File: src/rtl/cpsb_pkg.sv
// Package: shared types and constants for the CAN to servo PWM bridge
`default_nettype none

package cpsb_pkg;

    // Default parameter values
    localparam int CHANNEL_COUNT_DEF = 4;
    localparam int DUTY_BITS_DEF     = 16;

    // Input word opcodes
    localparam logic OP_FRAME = 1'b0;
    localparam logic OP_TICK  = 1'b1;

    // Config register indexes
    localparam int CFG_IDX_W = 3;
    localparam int CFG_DATA_W = 16;
    localparam logic [CFG_IDX_W-1:0] REG_ID_A     = 3'd0;
    localparam logic [CFG_IDX_W-1:0] REG_ID_B     = 3'd1;
    localparam logic [CFG_IDX_W-1:0] REG_ID_C     = 3'd2;
    localparam logic [CFG_IDX_W-1:0] REG_SILENCE  = 3'd3;
    localparam logic [CFG_IDX_W-1:0] REG_PERIOD   = 3'd4;

    // Config reset values
    localparam logic [10:0] ID_A_RST     = 11'h123;
    localparam logic [10:0] ID_B_RST     = 11'h1E0;
    localparam logic [10:0] ID_C_RST     = 11'h2F0;
    localparam logic [15:0] SILENCE_RST  = 16'd1000;
    localparam logic [9:0]  PERIOD_RST   = 10'd50;

    // Duty arithmetic: duty = floor(M * x / divisor)
    localparam int X_W     = 17;
    localparam int DEN_W   = 21;
    localparam logic [DEN_W-1:0] CMD_DIVISOR = 21'd1310700;  // 20 * 65535
    localparam logic [DEN_W-1:0] PAT_DIVISOR = 21'd200000;
    localparam logic [X_W-1:0]   CMD_OFFSET  = 17'd65535;

    // Reciprocal divide, sized for M up to 20 bits. The estimate drops the low
    // RCP_SHIFT numerator bits and lands at most two below the true quotient.
    localparam int NUMER_W   = 20 + X_W;
    localparam int RCP_SHIFT = 17;
    localparam int RCP_K     = 38;
    localparam int QUOT_W    = NUMER_W - RCP_SHIFT;
    localparam int PROD_W    = QUOT_W + DEN_W;
    localparam int REM_W     = DEN_W + 2;
    localparam logic [DEN_W-1:0] CMD_RECIP = DEN_W'((64'd1 << RCP_K) / 64'(CMD_DIVISOR));
    localparam logic [DEN_W-1:0] PAT_RECIP = DEN_W'((64'd1 << RCP_K) / 64'(PAT_DIVISOR));

    // Sweep pattern
    localparam int Q_W = 14;
    localparam logic [Q_W-1:0] PAT_FULL  = 14'd10000;
    localparam logic [Q_W-1:0] LEVEL_SCL = 14'd100;
    localparam logic [6:0]     LEVEL_TOP = 7'd100;
    localparam logic [6:0]     LEVEL_MID = 7'd50;
    localparam logic [15:0]    SIL_MAX   = 16'hFFFF;

    // Sequencer states
    typedef enum logic [1:0] {
        ST_IDLE,
        ST_LOAD,
        ST_DIV,
        ST_OUT
    } state_t;

endpackage

`default_nettype wire

File: src/rtl/cpsb_div.sv
// Constant divide on a shared multiplier: reciprocal estimate, then one correction
`default_nettype none

module cpsb_div
    import cpsb_pkg::*;
(
    input  wire logic               clk,
    input  wire logic               rst_n,
    input  wire logic               start,
    input  wire logic [NUMER_W-1:0] numer,
    input  wire logic [DEN_W-1:0]   denom,
    input  wire logic [DEN_W-1:0]   recip,
    output logic                    done,
    output logic [QUOT_W-1:0]       quot
);

    logic [NUMER_W-1:0] num_reg;
    logic [DEN_W-1:0]   den_reg;
    logic [DEN_W-1:0]   rcp_reg;
    logic [QUOT_W-1:0]  qest_reg, qest_next;
    logic [QUOT_W-1:0]  quot_reg, quot_next;
    logic               est_reg, chk_reg, done_reg;
    logic [QUOT_W-1:0]  mul_a;
    logic [DEN_W-1:0]   mul_b;
    logic [PROD_W-1:0]  prod;
    logic [REM_W-1:0]   rem;

    // Shared multiplier: numerator top times reciprocal, then estimate times divisor
    always_comb
    begin
        if (chk_reg)
        begin
            mul_a = qest_reg;
            mul_b = den_reg;
        end
        else
        begin
            mul_a = num_reg[NUMER_W-1:RCP_SHIFT];
            mul_b = rcp_reg;
        end
        prod      = PROD_W'(mul_a) * PROD_W'(mul_b);
        qest_next = prod[PROD_W-1:PROD_W-QUOT_W];
        // remainder of the estimate is below three divisors
        rem       = REM_W'({{(PROD_W-NUMER_W){1'b0}}, num_reg} - prod);
        if (rem >= {1'b0, den_reg, 1'b0})
        begin
            quot_next = qest_reg + QUOT_W'(2);
        end
        else if (rem >= {2'b00, den_reg})
        begin
            quot_next = qest_reg + QUOT_W'(1);
        end
        else
        begin
            quot_next = qest_reg;
        end
    end

    // Phase flags: estimate, check, done
    always_ff @(posedge clk or negedge rst_n)
    begin
        if (!rst_n)
        begin
            est_reg  <= 1'b0;
            chk_reg  <= 1'b0;
            done_reg <= 1'b0;
        end
        else
        begin
            est_reg  <= start;
            chk_reg  <= est_reg;
            done_reg <= chk_reg;
        end
    end

    // Operands, estimate and corrected quotient
    always_ff @(posedge clk)
    begin
        if (start)
        begin
            num_reg <= numer;
            den_reg <= denom;
            rcp_reg <= recip;
        end
        if (est_reg)
        begin
            qest_reg <= qest_next;
        end
        if (chk_reg)
        begin
            quot_reg <= quot_next;
        end
    end

    assign done = done_reg;
    assign quot = quot_reg;

endmodule

`default_nettype wire

File: src/rtl/can_to_servo_pwm_bridge.sv
// Top level: CAN frames and ms ticks in, servo PWM duty words out
// Words that give no result (ticks, non-command frames) leave the sequencer idle.
// A result passes the load state, then the divider's estimate, check and done
// phases on the two-pass shared multiplier; a sweep step repeats this per channel
// once the result before is taken, and output stalls hold each result word.
// Reset clears timers, fallback, sweep and loads the default config registers.
`default_nettype none

module can_to_servo_pwm_bridge
    import cpsb_pkg::*;
#(
    parameter int CHANNEL_COUNT = CHANNEL_COUNT_DEF,
    parameter int DUTY_BITS     = DUTY_BITS_DEF
)
(
    input  wire logic                  clk,
    input  wire logic                  rst_n,
    // input words
    input  wire logic                  in_valid,
    output logic                       in_ready,
    input  wire logic                  opcode,
    input  wire logic [28:0]           frame_ident,
    input  wire logic                  extended_frame,
    input  wire logic [3:0]            frame_length,
    input  wire logic [7:0]            channel_byte,
    input  wire logic [7:0]            level_low_byte,
    input  wire logic [7:0]            level_high_byte,
    // result words
    output logic                       out_valid,
    input  wire logic                  out_ready,
    output logic [1:0]                 out_channel,
    output logic [15:0]                duty_value,
    output logic                       last_of_run,
    // config writes
    input  wire logic                  cfg_valid,
    output logic                       cfg_ready,
    input  wire logic [CFG_IDX_W-1:0]  cfg_index,
    input  wire logic [CFG_DATA_W-1:0] cfg_data
);

    localparam int PAT_N = (CHANNEL_COUNT < 4) ? CHANNEL_COUNT : 4;
    localparam logic [1:0] PAT_LAST = 2'(PAT_N - 1);

    state_t state_reg, state_next;

    logic [10:0] id_a_reg, id_b_reg, id_c_reg;
    logic [15:0] sil_limit_reg;
    logic [9:0]  period_reg;

    logic [15:0] silence_reg;
    logic        fallback_reg;
    logic [9:0]  pattern_reg;
    logic [6:0]  level_reg;
    logic        falling_reg;
    logic [1:0]  idx_reg;

    logic             is_cmd_reg;
    logic [X_W-1:0]   cmd_x_reg;
    logic [1:0]       cmd_chan_reg;
    logic [15:0]      duty_reg;
    logic [1:0]       chan_reg;
    logic             last_reg;

    logic               in_fire, out_fire;
    logic               id_match, cmd_ok;
    logic [15:0]        sil_inc;
    logic               fb_enter, step_go, emit;
    logic [6:0]         level_step;
    logic               falling_step;
    logic [Q_W-1:0]     q0, q_sel;
    logic [X_W-1:0]     x_sel;
    logic [NUMER_W-1:0] numer;
    logic [DEN_W-1:0]   denom;
    logic [DEN_W-1:0]   recip;
    logic               div_start, div_done;
    logic [QUOT_W-1:0]  quot;

    assign in_fire  = in_valid && in_ready;
    assign out_fire = out_valid && out_ready;

    // Command frame decode
    always_comb
    begin
        id_match = (frame_ident == {18'd0, id_a_reg}) ||
                   (frame_ident == {18'd0, id_b_reg}) ||
                   (frame_ident == {18'd0, id_c_reg});
        cmd_ok   = !extended_frame && id_match && (frame_length >= 4'd3) &&
                   (channel_byte < 8'(CHANNEL_COUNT));
    end

    // Tick: silence count, fallback entry and sweep step
    always_comb
    begin
        sil_inc  = (silence_reg != SIL_MAX) ? silence_reg + 16'd1 : silence_reg;
        fb_enter = !fallback_reg && (sil_inc > sil_limit_reg);
        step_go  = fallback_reg && (pattern_reg >= period_reg);
        if (falling_reg)
        begin
            level_step = (level_reg != 7'd0) ? level_reg - 7'd1 : level_reg;
        end
        else
        begin
            level_step = (level_reg < LEVEL_TOP) ? level_reg + 7'd1 : level_reg;
        end
        falling_step = ((level_step >= LEVEL_TOP) || (level_step == 7'd0)) ?
                       !falling_reg : falling_reg;
        emit = (opcode == OP_FRAME) ? cmd_ok : step_go;
    end

    // Pattern value for the current channel and divider operands
    always_comb
    begin
        q0 = Q_W'(level_reg) * LEVEL_SCL;
        case (idx_reg)
            2'd0:    q_sel = q0;
            2'd1:    q_sel = PAT_FULL - q0;
            2'd2:    q_sel = (level_reg < LEVEL_MID) ? '0 : PAT_FULL;
            default: q_sel = Q_W'(level_reg) * Q_W'(level_reg);
        endcase
        x_sel = is_cmd_reg ? cmd_x_reg : X_W'(PAT_FULL) + X_W'(q_sel);
        numer = (NUMER_W'(x_sel) << DUTY_BITS) - NUMER_W'(x_sel);
        denom = is_cmd_reg ? CMD_DIVISOR : PAT_DIVISOR;
        recip = is_cmd_reg ? CMD_RECIP : PAT_RECIP;
    end

    cpsb_div u_div (
        .clk   (clk),
        .rst_n (rst_n),
        .start (div_start),
        .numer (numer),
        .denom (denom),
        .recip (recip),
        .done  (div_done),
        .quot  (quot)
    );

    // Sequencer next state
    always_comb
    begin
        state_next = state_reg;
        unique case (state_reg)
            ST_IDLE:
            begin
                if (in_fire && emit)
                begin
                    state_next = ST_LOAD;
                end
            end
            ST_LOAD:
            begin
                state_next = ST_DIV;
            end
            ST_DIV:
            begin
                if (div_done)
                begin
                    state_next = ST_OUT;
                end
            end
            ST_OUT:
            begin
                if (out_ready)
                begin
                    state_next = last_reg ? ST_IDLE : ST_LOAD;
                end
            end
            default:
            begin
                state_next = ST_IDLE;
            end
        endcase
    end

    // Sequencer outputs
    always_comb
    begin
        in_ready  = 1'b0;
        out_valid = 1'b0;
        div_start = 1'b0;
        unique case (state_reg)
            ST_IDLE: in_ready  = 1'b1;
            ST_LOAD: div_start = 1'b1;
            ST_DIV:  ;
            ST_OUT:  out_valid = 1'b1;
            default: ;
        endcase
    end

    always_ff @(posedge clk or negedge rst_n)
    begin
        if (!rst_n)
        begin
            state_reg <= ST_IDLE;
        end
        else
        begin
            state_reg <= state_next;
        end
    end

    // Config registers
    assign cfg_ready = 1'b1;

    always_ff @(posedge clk or negedge rst_n)
    begin
        if (!rst_n)
        begin
            id_a_reg      <= ID_A_RST;
            id_b_reg      <= ID_B_RST;
            id_c_reg      <= ID_C_RST;
            sil_limit_reg <= SILENCE_RST;
            period_reg    <= PERIOD_RST;
        end
        else if (cfg_valid && cfg_ready)
        begin
            unique case (cfg_index)
                REG_ID_A:    id_a_reg      <= cfg_data[10:0];
                REG_ID_B:    id_b_reg      <= cfg_data[10:0];
                REG_ID_C:    id_c_reg      <= cfg_data[10:0];
                REG_SILENCE: sil_limit_reg <= cfg_data;
                REG_PERIOD:  period_reg    <= cfg_data[9:0];
                default:     ;
            endcase
        end
    end

    // Silence timer, fallback and sweep state
    always_ff @(posedge clk or negedge rst_n)
    begin
        if (!rst_n)
        begin
            silence_reg  <= '0;
            fallback_reg <= 1'b0;
            pattern_reg  <= '0;
            level_reg    <= '0;
            falling_reg  <= 1'b0;
        end
        else if (in_fire)
        begin
            if (opcode == OP_FRAME)
            begin
                silence_reg  <= '0;
                fallback_reg <= 1'b0;
            end
            else
            begin
                silence_reg <= sil_inc;
                if (!fallback_reg)
                begin
                    if (fb_enter)
                    begin
                        fallback_reg <= 1'b1;
                        pattern_reg  <= '0;
                    end
                end
                else if (!step_go)
                begin
                    pattern_reg <= pattern_reg + 10'd1;
                end
                else
                begin
                    pattern_reg <= '0;
                    level_reg   <= level_step;
                    falling_reg <= falling_step;
                end
            end
        end
    end

    // Channel index within a sweep run
    always_ff @(posedge clk or negedge rst_n)
    begin
        if (!rst_n)
        begin
            idx_reg <= '0;
        end
        else if (in_fire)
        begin
            idx_reg <= '0;
        end
        else if (out_fire)
        begin
            idx_reg <= idx_reg + 2'd1;
        end
    end

    // Captured command operands
    always_ff @(posedge clk)
    begin
        if (in_fire)
        begin
            is_cmd_reg   <= (opcode == OP_FRAME);
            cmd_x_reg    <= X_W'({level_high_byte, level_low_byte}) + CMD_OFFSET;
            cmd_chan_reg <= channel_byte[1:0];
        end
    end

    // Output word register
    always_ff @(posedge clk)
    begin
        if ((state_reg == ST_DIV) && div_done)
        begin
            duty_reg <= quot[15:0];
            chan_reg <= is_cmd_reg ? cmd_chan_reg : idx_reg;
            last_reg <= is_cmd_reg || (idx_reg == PAT_LAST);
        end
    end

    assign out_channel = chan_reg;
    assign duty_value  = duty_reg;
    assign last_of_run = last_reg;

endmodule

`default_nettype wire

File: config.mk
export PLATFORM = sky130hd
export DESIGN_NAME = can_to_servo_pwm_bridge
export DESIGN_NICKNAME = d
export VERILOG_FILES = /design/src/rtl/cpsb_pkg.sv /design/src/rtl/cpsb_div.sv /design/src/rtl/can_to_servo_pwm_bridge.sv
export SDC_FILE = /design/constraint.sdc
export NUM_CORES = 2
export LEC_CHECK = 0
export BUFFER_PORTS_ARGS = -buffer_cell sky130_fd_sc_hd__buf_2
export CAP_MARGIN = 0
export CORE_ASPECT_RATIO = 1.5
export CORE_MARGIN = 10
export CORE_UTILIZATION = 50
export CTS_BUF_LIST = sky130_fd_sc_hd__clkbuf_4
export DETAILED_ROUTE_END_ITERATION = 10
export PLACE_DENSITY = 0.72
export SYNTH_ARGS = -nofsm -noshare
export SYNTH_HDL_FRONTEND = slang
export SYNTH_HIERARCHICAL = 1
export SYNTH_SLANG_ARGS = --single-unit
export TNS_END_PERCENT = 30
File: constraint.sdc
create_clock -name clk -period 15.8 [get_ports clk]
set_input_delay 2.37 -clock clk [delete_from_list [all_inputs] [get_ports clk]]
set_output_delay 2.37 -clock clk [all_outputs]
set_load 0.02 [all_outputs]
# == Yosys cells after proc, flatten, opt, wreduce, memory -nomap -nowiden ==
# Index checks and enable logic that the tools add are counted.
# word_totals
out_inout_bits,22
elab_cells,132
regBits,252
in_bits,83
# op_classes
magnitude_cmp,9
reduce_logical,32
eq_ne,17
mux,32
bitwise,1
addsub,12
mul,3
# ops
operator,n
equality test 29 x 11 -> 1 bit,3
2-to-1 mux 16 bit,4
2-to-1 mux 21 bit,3
case mux 14 bit (3 select lines),1
multiplier 20 x 21 -> 41 bit,1
subtractor 33 x 17 -> 34 bit,1
adder 16 x 1 -> 16 bit (second input constant),2
2-to-1 mux 10 bit,3
>= comparator 23 x 21 -> 1 bit,1
>= comparator 23 x 22 -> 1 bit,1
subtractor 23 bit,1
2-to-1 mux 7 bit,3
2-to-1 mux 20 bit,1
adder 16 x 16 -> 17 bit (second input constant),1
2-to-1 mux 17 bit,1
adder 16 x 2 -> 16 bit (second input constant),1
> comparator 16 bit,1
!= test 16 bit (second input constant),1
adder 14 x 14 -> 15 bit (first input constant),1
multiplier 7 x 7 -> 14 bit,1
2-to-1 mux 14 bit,1
subtractor 14 bit (first input constant),1
multiplier 7 x 5 -> 12 bit (second input constant),1
2-to-1 mux 2 bit,6
other kinds (32),65

# == Depth between registers and ports, before layout ==
# logic_depth
word_depth,10
mapped_depth,46
ltp_nobuf,42

# == Cells and area by module ==
# The synthesis kept the hierarchy.
# by_module_without_submodules
mod,instances,seq_area_each_um2,cells_each,area_each_um2
cpsb_div,1,3648.5,2125,20414.6
can_to_servo_pwm_bridge,1,3651.0,1114,10771.6

# == Worst setup path after synthesis ==
# Ideal clock, no wire load.
# synth_timing
path_kind,flip-flop to flip-flop
from,register u_div.chk_reg
to,"register u_div.quot_reg[7] (netlist: u_div/quot[7]), data pin"
path_slack_ns,4.406
t_arrival_ns,11.134
n_path_buf,4
required_time_ns,15.540
path_stages_with_launch,43
period_less_slack_ns,11.394
setup_time_ns,0.260
path_cell_list,dfrtp_1 -> clkbuf_1 -> clkbuf_1 -> buf_1 -> mux2i_1 -> nor2_1 -> fa_1 -> fa_1 -> inv_1 -> fa_1 -> inv_1 -> fa_1 -> inv_1 -> fa_1 -> inv_1 -> fa_1 -> inv_1 -> fa_1 -> (+7 left out) -> ha_1 -> a21o_1 -> o311a_4 -> o21a_1 -> nor2_1 -> xnor2_1 -> ha_1 -> and4_1 -> a311o_1 -> a41oi_1 -> o2111ai_1 -> o311a_1 -> a2111oi_1 -> nor2_1 -> a211o_1 -> buf_4 -> nand4_1 -> xnor2_1
# synth_via
elab_chain_len,6
word_cells_on_any_way,8
classes_between,add/sub: 1; mul: 1; order compare: 2; mux: 4
# synth_rtl
item,line_no,rtl
from (decl),cpsb_div.sv:22,"logic est_reg, chk_reg, done_reg;"
from (signal assigned),cpsb_div.sv:71,chk_reg <= est_reg;
2-to-1 mux 20 bit or 2-to-1 mux 21 bit (tied branches),cpsb_div.sv:31,if (chk_reg)
multiplier 20 x 21 -> 41 bit (*),cpsb_div.sv:41,prod = PROD_W'(mul_a) * PROD_W'(mul_b);
subtractor 23 bit (*),cpsb_div.sv:44,"rem = REM_W'({{(PROD_W-NUMER_W){1'b0}}, num_reg} - prod);"
>= comparator 23 x 21 -> 1 bit,cpsb_div.sv:49,"else if (rem >= {2'b00, den_reg})"
2-to-1 mux 16 bit,cpsb_div.sv:49,
2-to-1 mux 16 bit (*),cpsb_div.sv:45,"if (rem >= {1'b0, den_reg, 1'b0})"
net u_div.quot_next[7],cpsb_div.sv:21,"logic [QUOT_W-1:0] quot_reg, quot_next;"
to (signal assigned),cpsb_div.sv:91,quot_reg <= quot_next;
to (decl),cpsb_div.sv:21,
# The timed path passes the listed nets; every way through them passes the cells marked *.
# A chain may end at the register's enable or synchronous reset.

# == Worst setup path after layout ==
# layout_timing
from,register u_div.chk_reg
to,"register u_div.quot_reg[2] (netlist: u_div/quot[2]), data pin"
# The elaborated chain is that of the path after synthesis.

==> flow_summary.yaml <==
drt:
  wirelength_um: 86000
  remaining_drc_errors: 0
  viasPerCell: 5.68
  wire_per_inst_um: 20.6
  top_layer: "met5"
  drt_iter0_drc: 1485
  wl_met3_um: 4240
  via_count: 23700
  wl_met2_um: 45000
  wirelength_met1_um: 30300
  dr.pass1.iters: 5
  ant_nets: 0
floorplanning:
  io_pins: 105
  initial_utilization_pct: 50.5
  core-area_mm2: 0.0612
  die_w_um: 223
  dieArea_mm2: 0.0725
  row_count: 111
  die_h_um: 325
critical_path:
  crit_slowest_cell: "buf_4"
  arrival_ps: 12480
  crit_start: "u_div/chk_reg"
  rrSetupSlack_ps: 3810
  worstPathMaxFanout: 72
  worst_setup_path_end_kind: "register"
  critPathLaunchType: "register"
  cpMostUsedCell: "fa_1"
  required_ps: 16290
  path_class: "reg2reg"
  r2r_start: "u_div/chk_reg"
  slowest_delay_ps: 810
worst_hold_path:
  hp-start: "u_div/quot[8]"
  hp-class: "reg2reg"
final_layout:
  multi_input_area_mm2: 0.0216
  syn_to_final_growth_pct: 7.24
  final-seq-area_mm2: 0.00718
  fin_cells: 4172
  nNetsFinal: 4091
  fillers: 5528
  drive_gt1_share_pct: 11.4
  largest_reg_flops: 37
clocking:
  clk_transition_reported_paths_ps: 80
  cts_hold_buf: 0
  cts-root-buf: "clkbuf_4"
  cts.htree.levels: 2
  cts_resized: 0
  cts_setup_buffers: 0
  cts.sinks: 255
  cts_max_path_buffers: 3
  clock_latency_ps: 760
  numCtsBuffers: 56
  cts_tree: "built"
global_routing:
  grt_max_degree: 81
  grt_pass1_wl_um: 135000
  grt_antenna_before_repair: 4
  grt_overflow: 0
  grtUsageTotal_pct: 23.5
  grt_pass1_vias: 25000
placed_design:
  dp_hpwl_um: 69800
  gp_congestion: 0.987
  dp_cells: 4066
  io_buffers: 103
logic_synthesis:
  syn_inst: 3219
  ys_warn_count: 6
  netlist_area_mm2: 0.0310
  syn_avg_cell_area_um2: 9.62
job:
  cap_violations: 0
timing:
  setup-violations-final: 0
  final_max_slew_viol_count: 0
  fin_skew_ps: 34.9
  fin_crit_sh_pct: 75.9
  period_minus_slack_ps: 11990
  max_freq_mhz: 83.4
  worst_pin_slew_ps: 1210
  slew_headroom_pct: 17.4
  grt_setup_unrepaired: "false"
  setup_tns_ps: 0
  hold_viol_final: 0
status:
  status: "completed"
==> final cells by class <==
class                      instances  area share [%]
clock inverter                    15           0.350
tap                              791            2.98
multi-input combinational       2373            65.0
timing repair buffer             128            2.13
sequential                       255            21.6
antenna                            2          0.0151
inverter                         519            5.87
clock buffer                      89            2.01
==> layout by cell type (no fill, tap or decap), drive strengths merged, types with 14 or more instances in the layout <==
cell    count
nand4      33
buf       128
dfrtp      79
and3       30
clkinv     14
a211oi     16
nor3       39
nand3      52
a31oi      15
dfstp      22
nor4       26
xor2       87
conb       21
a21oi      98
fa        356
edfxtp    154
nand2b     31
inv       518
mux2       92
xnor2     106
mux2i      49
nor2      253
nand2     379
nor2b      17
ha        319
o31ai      17
clkbuf     89
and2       31
o21ai      88
a21o       56
==> per-layer routing <==
metal  GRT usage, %  up-vias
met5              0        -
li1               -    10800
met1           25.1    11700
met2           42.8      813
met4           15.4        6
met3           2.77      300
==> critical path, delay by kind of cell, from the launching register on <==
kind	cells	cell delay, ps
flip-flops	1	610
XOR/XNOR	3	480
AO/OA/AOI/OAI	14	3300
AND/OR/NAND/NOR	3	530
adder cells (fa/ha/maj)	10	4550
buffers and inverters	7	1130
multiplexers	2	1030
==> metrics by stage <==
step,setup WS (ps),hold slack (ps),utilization [%],area (um^2)
after floorplan,4500,400,-,31000
after global placement,4030,402,52.9,32400
after detailed placement,3910,405,52.9,32400
after CTS,3870,424,54.2,33200
after global routing,3190,439,54.2,33200
final,3810,423,54.2,33200
==> path summary, 6_finish.rpt <==
kind / endpoint / depth (start not counted)
max in group asynchronous: silence_reg[15] / 2
hold reg to reg: duty_value[8] / 0
min in group asynchronous: id_a_reg[3] / 1
hold / removal: duty_value[8] / 0
setup / recovery: u_div/quot[2] / 39
setup reg to reg: u_div/quot[2] / 39
Power is not shown: default switching activity piles up to over one toggle a cycle in this logic, so the estimate is an artifact.
